==> src/design/srtf_pkg.sv <==
// Shared types and constants for the SRTF scheduler.
package srtf_pkg;
   localparam int READY_SLOTS = 16;
   localparam int SLOT_W = $clog2(READY_SLOTS);

   localparam logic [1:0] STATUS_OK = 2'd0;
   localparam logic [1:0] STATUS_FULL = 2'd1;
   localparam logic [1:0] STATUS_ZERO = 2'd2;

   localparam logic KIND_ARRIVAL = 1'b0;
   localparam logic KIND_TICK = 1'b1;

   // Commands from the controller to the datapath.
   typedef struct packed {
      logic load;        // capture the input word
      logic scan_clear;  // start a new search over the slots
      logic scan_step;   // compare one slot
      logic finish;      // apply the arrival or the tick
   } srtf_cmd_type;

   // Status from the datapath to the controller.
   typedef struct packed {
      logic scan_last;   // the slot compared in this step is the last one
   } srtf_sts_type;
endpackage

==> src/design/srtf_datapath.sv <==
// Datapath of the SRTF scheduler: slot table, running job, search and totals.
module srtf_datapath (
   input  logic                    clock,
   input  logic                    reset,
   input  srtf_pkg::srtf_cmd_type  cmd,
   output srtf_pkg::srtf_sts_type  sts,
   input  logic                    req_kind,
   input  logic [7:0]              req_job_id,
   input  logic [11:0]             req_burst_len,
   output logic [1:0]              rsp_status,
   output logic                    rsp_run_valid,
   output logic [7:0]              rsp_run_id,
   output logic                    rsp_done_valid,
   output logic [7:0]              rsp_done_id,
   output logic [15:0]             rsp_done_time,
   output logic [15:0]             rsp_turnaround,
   output logic [15:0]             rsp_wait_len,
   output logic [31:0]             rsp_wait_total,
   output logic [31:0]             rsp_turnaround_total
);
   import srtf_pkg::*;

   logic [READY_SLOTS-1:0] used_ff, used_in;
   logic [7:0]  job_ff [READY_SLOTS];
   logic [15:0] arr_ff [READY_SLOTS];
   logic [11:0] bur_ff [READY_SLOTS];
   logic [11:0] rem_ff [READY_SLOTS];

   logic        kind_ff;
   logic [7:0]  id_ff;
   logic [11:0] burst_ff;

   logic        busy_ff, busy_in;
   logic [7:0]  cjob_ff, cjob_in;
   logic [15:0] carr_ff, carr_in;
   logic [11:0] cbur_ff, cbur_in;
   logic [11:0] crem_ff, crem_in;
   logic [15:0] now_ff;
   logic [31:0] swait_ff, swait_in, sturn_ff, sturn_in;

   // Search state: index walks all slots; best holds the winner so far.
   logic [SLOT_W-1:0] idx_ff;
   logic              found_ff, free_found_ff;
   logic [SLOT_W-1:0] best_ff, free_ff;

   logic better;
   logic done;
   logic [15:0] turn;
   logic [11:0] crem_after;

   assign sts.scan_last = (idx_ff == SLOT_W'(READY_SLOTS - 1));

   // The slot under the index beats the best so far.
   always_comb begin
      better = 1'b0;
      if (used_ff[idx_ff]) begin
         if (!found_ff) begin
            better = 1'b1;
         end else if (rem_ff[idx_ff] != rem_ff[best_ff]) begin
            better = rem_ff[idx_ff] < rem_ff[best_ff];
         end else if (arr_ff[idx_ff] != arr_ff[best_ff]) begin
            better = arr_ff[idx_ff] < arr_ff[best_ff];
         end else begin
            better = job_ff[idx_ff] < job_ff[best_ff];
         end
      end
   end

   always_ff @(posedge clock) begin
      if (reset) begin
         idx_ff <= '0;
         found_ff <= 1'b0;
         free_found_ff <= 1'b0;
      end else if (cmd.scan_clear) begin
         idx_ff <= '0;
         found_ff <= 1'b0;
         free_found_ff <= 1'b0;
      end else if (cmd.scan_step) begin
         if (!sts.scan_last) begin
            idx_ff <= idx_ff + SLOT_W'(1);
         end
         if (better) begin
            found_ff <= 1'b1;
            best_ff <= idx_ff;
         end
         if (!used_ff[idx_ff] && !free_found_ff) begin
            free_found_ff <= 1'b1;
            free_ff <= idx_ff;
         end
      end
   end

   always_ff @(posedge clock) begin
      if (cmd.load) begin
         kind_ff <= req_kind;
         id_ff <= req_job_id;
         burst_ff <= req_burst_len;
      end
   end

   assign done = busy_ff && (crem_ff == 12'd0);
   assign turn = now_ff - carr_ff;

   always_comb begin
      logic busy_mid;
      logic [31:0] s;
      logic [15:0] w;
      busy_mid = busy_ff && !done;
      s = '0;
      w = (turn >= {4'd0, cbur_ff}) ? (turn - {4'd0, cbur_ff}) : 16'd0;
      used_in = used_ff;
      busy_in = busy_mid;
      cjob_in = cjob_ff;
      carr_in = carr_ff;
      cbur_in = cbur_ff;
      crem_in = crem_ff;
      swait_in = swait_ff;
      sturn_in = sturn_ff;
      if (done) begin
         s = swait_ff + {16'd0, w};
         swait_in = (s < swait_ff) ? 32'hFFFF_FFFF : s;
         s = sturn_ff + {16'd0, turn};
         sturn_in = (s < sturn_ff) ? 32'hFFFF_FFFF : s;
      end
      if (found_ff) begin
         if (busy_mid) begin
            if (rem_ff[best_ff] < crem_ff) begin
               cjob_in = job_ff[best_ff];
               carr_in = arr_ff[best_ff];
               cbur_in = bur_ff[best_ff];
               crem_in = rem_ff[best_ff];
            end
         end else begin
            cjob_in = job_ff[best_ff];
            carr_in = arr_ff[best_ff];
            cbur_in = bur_ff[best_ff];
            crem_in = rem_ff[best_ff];
            used_in[best_ff] = 1'b0;
            busy_in = 1'b1;
         end
      end
      crem_after = (busy_in && crem_in != 12'd0) ? crem_in - 12'd1 : crem_in;
   end

   always_ff @(posedge clock) begin
      if (reset) begin
         used_ff <= '0;
         busy_ff <= 1'b0;
         cjob_ff <= '0;
         carr_ff <= '0;
         cbur_ff <= '0;
         crem_ff <= '0;
         now_ff <= '0;
         swait_ff <= '0;
         sturn_ff <= '0;
         rsp_run_valid <= 1'b0;
         rsp_run_id <= '0;
         rsp_wait_total <= '0;
         rsp_turnaround_total <= '0;
      end else if (cmd.finish) begin
         rsp_done_valid <= 1'b0;
         rsp_done_id <= '0;
         rsp_done_time <= '0;
         rsp_turnaround <= '0;
         rsp_wait_len <= '0;
         rsp_status <= STATUS_OK;
         if (kind_ff == KIND_ARRIVAL) begin
            if (burst_ff == 12'd0) begin
               rsp_status <= STATUS_ZERO;
            end else if (!free_found_ff) begin
               rsp_status <= STATUS_FULL;
            end else begin
               used_ff[free_ff] <= 1'b1;
               job_ff[free_ff] <= id_ff;
               arr_ff[free_ff] <= now_ff;
               bur_ff[free_ff] <= burst_ff;
               rem_ff[free_ff] <= burst_ff;
            end
            rsp_run_valid <= busy_ff;
            rsp_run_id <= busy_ff ? cjob_ff : 8'd0;
            rsp_wait_total <= swait_ff;
            rsp_turnaround_total <= sturn_ff;
         end else begin
            used_ff <= used_in;
            // A preempted job swaps into the winner's slot.
            if (found_ff && busy_ff && !done && rem_ff[best_ff] < crem_ff) begin
               job_ff[best_ff] <= cjob_ff;
               arr_ff[best_ff] <= carr_ff;
               bur_ff[best_ff] <= cbur_ff;
               rem_ff[best_ff] <= crem_ff;
            end
            busy_ff <= busy_in;
            cjob_ff <= cjob_in;
            carr_ff <= carr_in;
            cbur_ff <= cbur_in;
            crem_ff <= crem_after;
            now_ff <= now_ff + 16'd1;
            swait_ff <= swait_in;
            sturn_ff <= sturn_in;
            rsp_run_valid <= busy_in;
            rsp_run_id <= busy_in ? cjob_in : 8'd0;
            rsp_wait_total <= swait_in;
            rsp_turnaround_total <= sturn_in;
            if (done) begin
               rsp_done_valid <= 1'b1;
               rsp_done_id <= cjob_ff;
               rsp_done_time <= now_ff;
               rsp_turnaround <= turn;
               rsp_wait_len <= (turn >= {4'd0, cbur_ff}) ? (turn - {4'd0, cbur_ff}) : 16'd0;
            end
         end
      end
   end
endmodule

==> src/design/srtf_control.sv <==
// Controller of the SRTF scheduler: handshakes and slot scan sequencing.
module srtf_control (
   input  logic                    clock,
   input  logic                    reset,
   input  logic                    req_valid,
   output logic                    req_ready,
   output logic                    rsp_valid,
   input  logic                    rsp_ready,
   output srtf_pkg::srtf_cmd_type  cmd,
   input  srtf_pkg::srtf_sts_type  sts
);
   import srtf_pkg::*;

   typedef enum logic [3:0] {
      ST_IDLE = 4'b0001,
      ST_SCAN = 4'b0010,
      ST_DONE = 4'b0100,
      ST_OUT  = 4'b1000
   } state_type;

   state_type state_ff, state_in;

   assign req_ready = (state_ff == ST_IDLE);
   assign rsp_valid = (state_ff == ST_OUT);

   always_comb begin
      cmd = '0;
      state_in = state_ff;
      case (state_ff)
         ST_IDLE: begin
            if (req_valid) begin
               cmd.load = 1'b1;
               cmd.scan_clear = 1'b1;
               state_in = ST_SCAN;
            end
         end
         ST_SCAN: begin
            cmd.scan_step = 1'b1;
            if (sts.scan_last) begin
               state_in = ST_DONE;
            end
         end
         ST_DONE: begin
            cmd.finish = 1'b1;
            state_in = ST_OUT;
         end
         ST_OUT: begin
            if (rsp_ready) begin
               state_in = ST_IDLE;
            end
         end
         default: state_in = ST_IDLE;
      endcase
   end

   always_ff @(posedge clock) begin
      if (reset) begin
         state_ff <= ST_IDLE;
      end else begin
         state_ff <= state_in;
      end
   end
endmodule

==> src/design/srtf_preemptive_scheduler.sv <==
// Top level of the preemptive shortest-remaining-time-first scheduler.
// Each input word (an arrival or a tick) is handled in steps: the accepting
// edge captures the word, a sequential search over all slots finds the best
// ready job and the lowest free slot, and a final step updates state and
// registers the result. The result then waits in its register until taken.
// One word is handled at a time; a new word can be accepted in the cycle
// after the previous result has been taken.
module srtf_preemptive_scheduler (
   input  logic        clock,
   input  logic        reset,
   input  logic        req_valid,
   output logic        req_ready,
   input  logic        req_kind,
   input  logic [7:0]  req_job_id,
   input  logic [11:0] req_burst_len,
   output logic        rsp_valid,
   input  logic        rsp_ready,
   output logic [1:0]  rsp_status,
   output logic        rsp_run_valid,
   output logic [7:0]  rsp_run_id,
   output logic        rsp_done_valid,
   output logic [7:0]  rsp_done_id,
   output logic [15:0] rsp_done_time,
   output logic [15:0] rsp_turnaround,
   output logic [15:0] rsp_wait_len,
   output logic [31:0] rsp_wait_total,
   output logic [31:0] rsp_turnaround_total
);
   import srtf_pkg::*;

   srtf_cmd_type cmd;
   srtf_sts_type sts;

   srtf_control u_control (
      .clock(clock), .reset(reset),
      .req_valid(req_valid), .req_ready(req_ready),
      .rsp_valid(rsp_valid), .rsp_ready(rsp_ready),
      .cmd(cmd), .sts(sts)
   );

   srtf_datapath u_datapath (
      .clock(clock), .reset(reset), .cmd(cmd), .sts(sts),
      .req_kind(req_kind), .req_job_id(req_job_id), .req_burst_len(req_burst_len),
      .rsp_status(rsp_status), .rsp_run_valid(rsp_run_valid),
      .rsp_run_id(rsp_run_id), .rsp_done_valid(rsp_done_valid),
      .rsp_done_id(rsp_done_id), .rsp_done_time(rsp_done_time),
      .rsp_turnaround(rsp_turnaround), .rsp_wait_len(rsp_wait_len),
      .rsp_wait_total(rsp_wait_total), .rsp_turnaround_total(rsp_turnaround_total)
   );

   a_no_overlap: assert property (@(posedge clock) disable iff (reset)
      !(req_ready && rsp_valid)) else $error("input taken while a word is pending");

   a_run_id_zero: assert property (@(posedge clock) disable iff (reset)
      rsp_valid && !rsp_run_valid |-> rsp_run_id == 8'd0)
      else $error("run id without a running job");

   a_wait_le_turn: assert property (@(posedge clock) disable iff (reset)
      rsp_valid && rsp_done_valid |-> rsp_wait_len <= rsp_turnaround)
      else $error("wait exceeds turnaround");

   a_total_mono: assert property (@(posedge clock) disable iff (reset)
      $rose(rsp_valid) |-> rsp_wait_total >= $past(rsp_wait_total, 2))
      else $error("wait total decreased");
endmodule
==> config.mk <==
export PLATFORM = sky130hd
export DESIGN_NAME = srtf_preemptive_scheduler
export DESIGN_NICKNAME = d
export VERILOG_FILES = /design/src/design/srtf_pkg.sv /design/src/design/srtf_datapath.sv /design/src/design/srtf_control.sv /design/src/design/srtf_preemptive_scheduler.sv
export SDC_FILE = /design/constraint.sdc
export NUM_CORES = 1
export LEC_CHECK = 0
export BUFFER_PORTS_ARGS = -buffer_cell sky130_fd_sc_hd__buf_2
export CAP_MARGIN = 30
export CELL_PAD_IN_SITES_DETAIL_PLACEMENT = 1
export CELL_PAD_IN_SITES_GLOBAL_PLACEMENT = 1
export CORE_ASPECT_RATIO = 1.25
export CORE_MARGIN = 5
export CORE_UTILIZATION = 40
export DETAILED_ROUTE_END_ITERATION = 12
export GPL_TIMING_DRIVEN = 1
export HOLD_SLACK_MARGIN = 0.03
export PLACE_DENSITY = 0.72
export SLEW_MARGIN = 10
export SYNTH_ARGS = -nofsm -noshare
export SYNTH_HDL_FRONTEND = slang
export SYNTH_SLANG_ARGS = --single-unit
==> constraint.sdc <==
create_clock -name clock -period 10.6 [get_ports clock]
set_clock_uncertainty 0.2 [all_clocks]
set_input_delay 2.12 -clock clock [delete_from_list [all_inputs] [get_ports clock]]
set_output_delay 2.12 -clock clock [all_outputs]
set_load 0.01 [all_outputs]
# Word level (Yosys, flattened, before mapping)
# Memories as Yosys holds them, arrays and structs flattened. A register that Yosys moved wholly into a read port is not among the register bits.
# Index checks and enable logic that the tools add are counted.
# W data, S select, Z words.
classes:
  addsub: 7
  order_cmp: 12
  eq_ne: 14
  muxes: 82
  bitwise: 6
  reduce_logical: 34
op_table:
  columns: ["cell", "count"]
  rows:
  - ["$mux W32", 6]
  - ["$mux W16", 9]
  - ["$mux W12", 8]
  - ["$mux W4", 17]
  - ["$add A32 B16 Y32", 2]
  - ["$lt A32 B32 Y1", 2]
  - ["$mux W8", 7]
  - ["$mux W1", 28]
  - ["$logic_not A12 Y1", 2]
  - ["$lt A12 B12 Y1", 2]
  - ["$reduce_or A12 Y1", 2]
  - ["$add A16 B1 Y16 const B", 1]
  - ["$and A16 B16 Y16", 1]
  - ["$ge A16 B12 Y1", 1]
  - ["$lt A16 B16 Y1", 1]
  - ["$ne A16 B16 Y1", 1]
  - ["$not A16 Y16", 1]
  - ["$or A16 B16 Y16", 1]
  - ["$pmux W4 S4", 1]
  - ["$reduce_or A16 Y1", 1]
  - ["$sub A16 B12 Y16", 1]
  - ["$sub A16 B16 Y16", 1]
  - ["$lt A4 B5 Y1 const B", 3]
  - ["$ne A12 B12 Y1", 1]
  - ["other kinds (24)", 55]
totals:
  ff_bits: 251
  ram_bits: 768
  input_bits: 25
  output_inout_bits: 134
  word_cells: 185
  n_memories: 4
memory_table:
  columns: ["memory", "depth", "word_bits", "read_ports", "rd_clocked_by_memory_dff", "write_ports", "line", "text"]
  rows:
  - ["u_datapath.arr_ff", 16, 16, 2, 2, 1, "srtf_datapath.sv:25", "logic [15:0] arr_ff [READY_SLOTS];"]
  - ["u_datapath.bur_ff", 16, 12, 1, 1, 1, "srtf_datapath.sv:26", "logic [11:0] bur_ff [READY_SLOTS];"]
  - ["u_datapath.rem_ff", 16, 12, 2, 2, 1, "srtf_datapath.sv:27", "logic [11:0] rem_ff [READY_SLOTS];"]
  - ["u_datapath.job_ff", 16, 8, 2, 2, 1, "srtf_datapath.sv:24", "logic [7:0] job_ff [READY_SLOTS];"]

# Depth between registers and ports, before layout
# Gate-level depths: netlist (run 1).
depth:
  word_depth: 12
  depth_mapped: 45
  depth_no_buf: 42

# Cells and area by module
# Synthesis (run 1) repeated with hierarchy kept, for this count alone.
unflattened:
  hier_cells: 3286
  hier_area_um2: 49610.1
by_module_without_submodules:
  columns: ["mod", "n_inst", "cells_each", "area_each_um2", "seq_area_each_um2"]
  rows:
  - ["srtf_datapath", 1, 3261, 49386.1, 29047.9]
  - ["srtf_control", 1, 25, 224.0, 80.1]

# Worst setup path before layout (run 1)
# OpenSTA, ideal clock, no wires.
synth_timing:
  kind: "reg-to-reg"
  start: "reg u_datapath.now_ff[0]"
  end: "reg u_datapath.rsp_wait_total[19]"
  setup_time_ns: 0.086
  arrival_time_ns: 8.717
  required_ns: 10.314
  slack_ns: 1.598
  path_stages_with_launch: 45
  n_path_buf: 3
  synth_period_minus_slack_ns: 9.002
  cell_sequence: "dfxtp_1 -> inv_1 -> ha_1 -> fa_1 -> nor2b_1 -> o21a_1 -> o21ai_0 -> nand2b_1 -> a21o_1 -> a21oi_1 -> o21bai_1 -> xor2_1 -> ha_1 -> a21o_1 -> a21oi_1 -> a21boi_0 -> a21oi_1 -> a211o_1 -> [... 9 more ...] -> o21bai_1 -> a21oi_1 -> o21bai_1 -> a21oi_1 -> o21bai_1 -> a21oi_1 -> xnor2_1 -> ha_1 -> and3_1 -> a221o_1 -> o21ai_0 -> a211oi_1 -> o311ai_0 -> o211ai_1 -> a211oi_1 -> clkbuf_1 -> o21ai_0 -> a211oi_1"
synth_between:
  elab_chain_cells: 8
  word_cells_on_any_way: 9
  cone_classes: "3 x add/sub; 2 x order compare; 4 x mux"
synth_lines:
  columns: ["element", "line", "text"]
  rows:
  - ["from (decl)", "srtf_datapath.sv:38", "logic [15:0] now_ff;"]
  - ["from (signal assigned)", "srtf_datapath.sv:197", "now_ff <= now_ff + 16'd1;"]
  - ["$sub A16 B16 Y16 (*)", "srtf_datapath.sv:102", "assign turn = now_ff - carr_ff;"]
  - ["named net u_datapath.turn[8]", "srtf_datapath.sv:48", "logic [15:0] turn;"]
  - ["$sub A16 B12 Y16 / $ge A16 B12 Y1 (equally long branches)", "srtf_datapath.sv:110", "w = (turn >= {4'd0, cbur_ff}) ? (turn - {4'd0, cbur_ff}) : 16'd0;"]
  - ["$mux W16 (*)", null, null]
  - ["$add A32 B16 Y32 (*)", "srtf_datapath.sv:120", "s = swait_ff + {16'd0, w};"]
  - ["$lt A32 B32 Y1", "srtf_datapath.sv:121", "swait_in = (s < swait_ff) ? 32'hFFFF_FFFF : s;"]
  - ["$mux W32 (*)", "srtf_datapath.sv:121", null]
  - ["$mux W32 (*)", "srtf_datapath.sv:119", "if (done) begin"]
  - ["$mux W32 (*)", null, null]
  - ["to (signal assigned)", "srtf_datapath.sv:181", "rsp_wait_total <= swait_ff;"]
  - ["to (signal assigned)", "srtf_datapath.sv:202", "rsp_wait_total <= swait_in;"]
  - ["to (decl)", "srtf_datapath.sv:18", "output logic [31:0] rsp_wait_total,"]
# Mark *: on every way through the listed nets, which the timed path passes. The rest lies on a longest branch. The select of a mux whose other input is x is not followed.
# A chain may end at the register's enable or synchronous reset.

# Final worst setup path (run 1)
layout_timing:
  start: "reg u_datapath.now_ff[0]"
  end: "reg u_datapath.rsp_wait_total[23]"
# The elaborated chain is that of the path after synthesis.

==> results of run 1 <==
==> logic make-up (layout without fill, tap and decap cells) <==
group	Yosys count	count (layout)
other	0	3
and+or+nand+nor	729	729
buffers and inverters	338	606
AOI/OAI and AO/OA	526	526
adders and majority gates	157	157
DFF	1027	1027
xor gates and xnor gates	85	85
muxes	435	435
==> final timing paths <==
kind | slack, ps | cells after the start | end | start
worst max register to register | 580 | 42 | u_datapath.rsp_wait_total[23]$_SDFFE_PP0P_ | u_datapath.now_ff[0]$_SDFFE_PP0P_
worst max-delay path | 580 | 42 | u_datapath.rsp_wait_total[23]$_SDFFE_PP0P_ | u_datapath.now_ff[0]$_SDFFE_PP0P_
worst min register to register | 260 | 2 | u_datapath.cbur_ff[2]$_SDFFE_PP0P_ | u_datapath.cbur_ff[2]$_SDFFE_PP0P_
worst min-delay path | 260 | 2 | u_datapath.cbur_ff[2]$_SDFFE_PP0P_ | u_datapath.cbur_ff[2]$_SDFFE_PP0P_
==> metal layers <==
layer,up-vias,GRT usage (%),wire length [um]
li1,13468,-,-
met1,16749,27.3,56800
met2,1306,40.5,78500
met3,265,3.61,9770
met4,10,9.17,6280
met5,-,0,75
==> worst max-delay path: cells and delay by family (launching register included) <==
kind	cells	cell delay, ps
AO/OA/AOI/OAI	26	5270
AND/OR/NAND/NOR	6	1030
XOR/XNOR	2	560
adder cells (fa/ha/maj)	5	1660
buffers and inverters	3	760
flip-flops	1	410
==> power by group <==
part	total [mW]	leakage (nW)	switching, mW	internal, mW
registers	4.43	9.17	0.0217	4.41
clock network	3.94	1.76	1.61	2.33
logic	0.261	7.88	0.171	0.0905
total	8.63	18.8	1.81	6.83
==> sequential cells by signal (all words and copies together) (netlist names), 12 cells and up, named ones only <==
name and cells:
u_datapath.used_ff 16, u_datapath.rsp_wait_total 32, u_datapath.job_ff 128, u_datapath.burst_ff 12, u_datapath.carr_ff 16, u_datapath.rem_ff 192
u_datapath.bur_ff 192, u_datapath.rsp_turnaround_total 32, u_datapath.rsp_wait_len 16, u_datapath.now_ff 16, u_datapath.rsp_done_time 16, u_datapath.arr_ff 256
u_datapath.cbur_ff 12, u_datapath.crem_ff 12, u_datapath.rsp_turnaround 16
==> synth_stat cells (all sizes together) (32+ instances only) <==
cell type	n
a21oi	159
o21ai	115
edfxtp	856
nand2	243
ha	153
nand3	41
a221oi	35
nor2b	32
mux4	415
xor2	42
buf	53
a211oi	34
clkbuf	129
dfxtp	171
nor2	180
and2	44
xnor2	43
nor3	69
inv	156
==> through the flow <==
| stage | hold WS, ps | worst slack (ps) | cells |
|---|---|---|---|
| after floorplan | 224 | 1600 | 3297 |
| after global placement | 242 | 899 | 4970 |
| after detailed placement | 251 | 711 | 4980 |
| after CTS | 260 | 639 | 5166 |
| after global routing | 280 | 65.1 | 5171 |
| final | 264 | 583 | 5174 |
==> final cells by class <==
| type | count | area, um2 | area share (%) |
|---|---|---|---|
| clock buffers | 118 | 2670 | 4.73 |
| diodes | 3 | 7.51 | 0.0133 |
| multi-input cells | 1932 | 19300 | 34.2 |
| repair buffers | 264 | 1820 | 3.21 |
| flip-flops and latches | 1027 | 29200 | 51.6 |
| inverters | 156 | 586 | 1.04 |
| clock inverters | 68 | 950 | 1.68 |
| well taps | 1606 | 2010 | 3.55 |
==> qor.csv, run 1 <==
stage,metric,value,unit
critical_path,Critical Path Most Common Cell,a21oi_1,
routing,drt first pass iters,5,
logic_synthesis,flop and latch count out of synthesis,1027,
power,Pwr Density,153,mW/mm2
die,IO Pins,159,
logic_synthesis,Netlist Area Pre-Place,0.0496,mm2
cts,clk root buf,clkbuf_16,
cts,# clock sinks,1027,
hold_path,Hold Path Class,reg2reg,
logic_synthesis,area share of the largest cell type after synthesis,51.8,%
logic_synthesis,syn_area_per_cell,15.1,um2
cts,clock slew at reported path FFs,70,ps
logic_synthesis,xor and xnor fraction of the mapped netlist area,1.50,%
critical_path,crit path capture type,flop,
sta,Post-Route Setup TNS,0,ps
final_layout,post-route cell area,0.0565,mm2
final_layout,Layout area overhead,13.9,%
global_route,Overall Global Routing Usage,22.6,%
die,row cnt,144,
cts,cts repair resizes,0,
logic_synthesis,post-synth top area cell,edfxtp_1,
logic_synthesis,Post-Synth Adder-Cell Area,4.02,%
routing,Starting DRT DRC Count,3049,
power,Peak VDD IR,133,uV
logic_synthesis,"Warnings, synthesis",0,
critical_path,CP startpoint kind,flop,
sta,final setup vio count,0,
placement,number of port buffers,158,
sta,f_max,99.8,MHz
global_route,largest net degree at the start of global routing,109,
routing,drt wl/cell,29.3,um
routing,via-per-instance ratio,6.15,
critical_path,"Largest stage delay, worst path",420,ps
run,Max-Cap Viols,0,
cts,CTS buffer count,98,
logic_synthesis,Yosys cell types,76,
sta,max-slew violation total from the final report,0,
sta,Final Hold Viols,0,
power,Pwr Total,8.63,mW
global_route,first-pass GRT wire length,223000,um
logic_synthesis,share of flip-flops with an asynchronous set or reset,0,%
status,status,completed,
routing,DRC,0,
final_layout,NumNets Final,3661,
global_route,vias in the first global route,33315,
critical_path,"Worst Path Class, Setup",reg2reg,
cts,CTS Hold Bufs,0,
final_layout,most frequent cells in the layout,"edfxtp_1, mux4_2, nand2_1",
die,Die W,325,um
logic_synthesis,post-synthesis mux area share,19.3,%
cts,Clock H-tree levels,3,
sta,slew margin rel.,32.9,%
logic_synthesis,Post-synth EDFFs,856,
placement,final HPWL from detailed placement,97900,um
final_layout,share of post-route cells with drive strength above 1,25.0,%
die,Starting Density,40.3,%
placement,GP Congestion,0.842,
die,CORE AREA,0.123,mm2
cts,CTS tree,done,
cts,"Clk Latency, worst-skew pair",710,ps
sta,period utilization,94.5,%
global_route,gr ovfl total,0,
die,Die Ht,404,um
routing,vias,31798,
sta,unrepaired setup endpoints after global routing,false,
logic_synthesis,Simple-Gate Fraction of Synth Area,6.97,%
sta,Tmin final,10020,ps
critical_path,Crit path required time,10990,ps
die,die footprint,0.131,mm2
logic_synthesis,syn_nets,3479,
routing,WL final,151000,um
logic_synthesis,Most used DFF post-synth,edfxtp_1,
power,LEAKAGE,18.8,nW
logic_synthesis,post-synthesis compound-gate area fraction,6.81,%
logic_synthesis,sequential area share after synthesis,58.7,%
global_route,antenna violations before repair,9,
cts,number of setup buffers added after CTS,0,
critical_path,CP max-delay cell,fa_1,
logic_synthesis,combinational family with the most area after synthesis,multiplexers,
logic_synthesis,Cells after Synth,3297,
final_layout,Layout fillers,12192,
logic_synthesis,top post-synthesis cells by area,"edfxtp_1, mux4_2, dfxtp_1",
sta,Least-Margin Pin Slew,1010,ps
cts,Longest Clk Path Bufs,3,
critical_path,crit path max fanout,30,
final_layout,Util after Layout,45.9,%
placement,placed inst area,0.0529,mm2
final_layout,"commonest non-fill, non-tap cell in the layout",edfxtp_1,
routing,Final ANT Viol Nets,0,
critical_path,crit path DAT,10400,ps
Power figures use the tool's default switching activity.
==> run 2, diff against run 1 <==
Settings changed: SYNTH_HIERARCHICAL from default to 1.
==> run 2 against run 1 <==
Clock-buffer cell count increased by 2. Sequential cell count unchanged. First-iteration DRC count decreased by 7.9%. Die area about the same. Routed wire length decreased by 0.96%. Final cell count decreased by 0.21%. Cell area decreased by 0.85%. Non-clock buffer count increased by 4. Clock power decreased by 9.1%. Core utilization decreased by 0.39 points. Critical endpoint is now u_datapath/swait_ff[11]$_SDFFE_PP0P_.
==> qor.csv, run 2 <==
stage,metric,value,unit,change
logic_synthesis,syn_area_per_cell,15.1,um2,+0.27%
critical_path,"Worst Path Class, Setup",reg2reg,,
routing,Starting DRT DRC Count,2809,,-7.9%
status,status,completed,,
placement,dpl ws,319,ps,-392 ps
final_layout,Finished Layout Cells,5163,,-0.21%
final_layout,Layout fillers,12204,,+0.098%
logic_synthesis,Netlist Area Pre-Place,0.0496,mm2,about the same
sta,Least-Margin Pin Slew,996,ps,-10.7 ps
global_route,antenna violations before repair,4,,-5
placement,number of port buffers,158,,unchanged
die,IO Pins,159,,unchanged
critical_path,crit path max fanout,12,,-60%
final_layout,Largest regs,"u_datapath/arr_ff: 256 flops, u_datapath/bur_ff: 192 flops, u_datapath/rem_ff: 192 flops",,
cts,Clock H-tree levels,3,,unchanged
critical_path,CP startpoint kind,flop,,
routing,DRC,0,,unchanged
routing,vias,31488,,-0.97%
critical_path,CP max-delay cell,a2111oi_1,,
critical_path,Crit path required time,10990,ps,about the same
final_layout,share of post-route cells with drive strength above 1,25.5,%,+0.45 points
global_route,gr ovfl total,0,,unchanged
critical_path,cell family with most CP delay,compound AO/OA/AOI/OAI gates,,
logic_synthesis,top post-synthesis cells by area,"edfxtp_1, mux4_2, dfxtp_1",,
routing,WL final,150000,um,-0.96%
cts,clk root buf,clkbuf_16,,
final_layout,post-route cell area,0.0561,mm2,-0.85%
global_route,Overall Global Routing Usage,22.4,%,-0.16 points
final_layout,area of the multi-input gates,0.0193,mm2,-0.29%
placement,final HPWL from detailed placement,96100,um,-1.9%
final_layout,Largest Register,u_datapath/arr_ff,,
final_layout,"commonest non-fill, non-tap cell in the layout",edfxtp_1,,
cts,CTS Hold Bufs,0,,unchanged
routing,drt wl/cell,29.0,um,-0.75%
critical_path,crit path capture type,flop,,
sta,f_max,102,MHz,+2.0%
logic_synthesis,flop and latch count out of synthesis,1027,,unchanged
logic_synthesis,syn_nets,3468,,-0.32%
placement,GP Congestion,0.873,,+3.7%
sta,Tmin final,9820,ps,-199 ps
final_layout,NumNets Final,3653,,-0.22%
cts,clock slew at reported path FFs,80,ps,about the same
hold_path,Hold Path Class,reg2reg,,
final_layout,Register Area,0.0292,mm2,unchanged
critical_path,reg2reg setup slack,780,ps,+200 ps
logic_synthesis,Cells after Synth,3286,,-0.33%
cts,CTS buffer count,98,,unchanged
power,Pwr Density,144,mW/mm2,-5.5%
die,die footprint,0.131,mm2,about the same
die,Starting Density,40.3,%,about the same
sta,slew margin rel.,32.9,%,about the same
cts,CTS tree,done,,
sta,unrepaired setup endpoints after global routing,false,,
cts,# clock sinks,1027,,unchanged
sta,Setup WS post-layout,782,ps,+199 ps
logic_synthesis,Yosys cell types,78,,+2.6%
critical_path,crit path DAT,10210,ps,-190 ps
sta,final setup vio count,0,,unchanged
logic_synthesis,area share of the largest cell type after synthesis,51.8,%,about the same
final_layout,Layout area overhead,13.0,%,
cts,Longest Clk Path Bufs,3,,unchanged
sta,Post-Route Setup TNS,0,ps,unchanged
routing,via-per-instance ratio,6.10,,-0.76%
placement,placed inst area,0.0527,mm2,-0.23%
logic_synthesis,post-synth top area cell,edfxtp_1,,
placement,placed cells,4973,,-0.14%
sta,period utilization,92.6,%,-1.9 points
routing,drt first pass iters,7,,+2
critical_path,"Largest stage delay, worst path",450,ps,+30 ps
global_route,largest net degree at the start of global routing,97,,-11%
die,Die Ht,404,um,about the same
final_layout,max reg flops,256,,unchanged
routing,Final ANT Viol Nets,0,,unchanged
run,Max-Cap Viols,0,,unchanged
logic_synthesis,share of flip-flops with an asynchronous set or reset,0,%,unchanged
logic_synthesis,Post-synth EDFFs,856,,unchanged
logic_synthesis,top post-synthesis cells by count,"edfxtp_1, mux4_2, nand2_1, nor2_1, dfxtp_1",,
power,Peak VDD IR,124,uV,-6.7%
power,LEAKAGE,18.9,nW,+0.32%
final_layout,most frequent cells in the layout,"edfxtp_1, mux4_2, nand2_1",,
logic_synthesis,Most used DFF post-synth,edfxtp_1,,
global_route,first-pass GRT wire length,220000,um,-1.3%
critical_path,Buf/Inv on CP,6,,+3
die,CORE AREA,0.123,mm2,unchanged
logic_synthesis,"count leader, synth",edfxtp_1,,
die,Die W,325,um,about the same
cts,"Clk Latency, worst-skew pair",700,ps,about the same
logic_synthesis,sequential area share after synthesis,58.7,%,about the same
global_route,vias in the first global route,33110,,-0.62%
sta,Final Hold Viols,0,,unchanged
die,row cnt,144,,unchanged
sta,max-slew violation total from the final report,0,,unchanged
logic_synthesis,"Warnings, synthesis",6,,+6
-- run 2: worst min-delay path, cell delays in order, from the launching register on --
cell,delay [ps]
dfxtp_1,310
nand2_1,50
a21oi_1,50
-- run 2: logic make-up after synthesis --
logic type / after synthesis / synth area share [%]
buf+inv: 349 / 2.77
compound gates: 509 / 6.64
flops: 1027 / 58.7
xor+xnor: 90 / 1.59
mux: 444 / 19.4
fa+ha+maj: 157 / 4.02
simple gates: 710 / 6.84
-- run 2: cell type report --
class | count | area share (%)
Clock buffer | 120 | 4.73
Clock inverter | 62 | 1.08
Inverter | 166 | 1.11
Multi-Input combinational cell | 1910 | 34.4
Antenna cell | 4 | 0.0179
Tap cell | 1606 | 3.58
Sequential cell | 1027 | 52.0
Timing Repair Buffer | 268 | 3.06
-- run 2: through the flow --
stage                     power, mW  hold WS [ps]  util [%]
after floorplan                4.53           236         -
after global placement         4.59           242      42.7
after detailed placement       4.59           247      42.8
after CTS                      8.17           256      45.4
after global routing           8.34           270      45.5
final                          8.09           255      45.5
-- run 2: layer usage --
layer / GRT usage [%] / wire [um]
met5: 0 / 0
met4: 10.3 / 7570
met3: 3.87 / 10700
met2: 39.1 / 75000
met1: 27.4 / 56600
-- run 2: repair_timing --
action                                  4_1_cts  5_1_grt
resized for setup                             0        7
endpoints found under the setup margin        0       32
buffers inserted                              0        1
-- run 2: path summary, 6_finish.rpt --
| path | start | to | cells after the start |
|---|---|---|---|
| setup / recovery | u_datapath/now_ff[0]$_SDFFE_PP0P_ | u_datapath/swait_ff[11]$_SDFFE_PP0P_ | 46 |
| setup reg to reg | u_datapath/now_ff[0]$_SDFFE_PP0P_ | u_datapath/swait_ff[11]$_SDFFE_PP0P_ | 46 |
| hold / removal | u_datapath/carr_ff[5]$_SDFFE_PP0P_ | u_datapath/carr_ff[5]$_SDFFE_PP0P_ | 2 |
| hold reg to reg | u_datapath/carr_ff[5]$_SDFFE_PP0P_ | u_datapath/carr_ff[5]$_SDFFE_PP0P_ | 2 |
-- run 2: power by group --
group	internal, mW	switching [mW]
Clock	2.01	1.57
Sequential	4.36	0.00998
Combinational	0.0426	0.0914
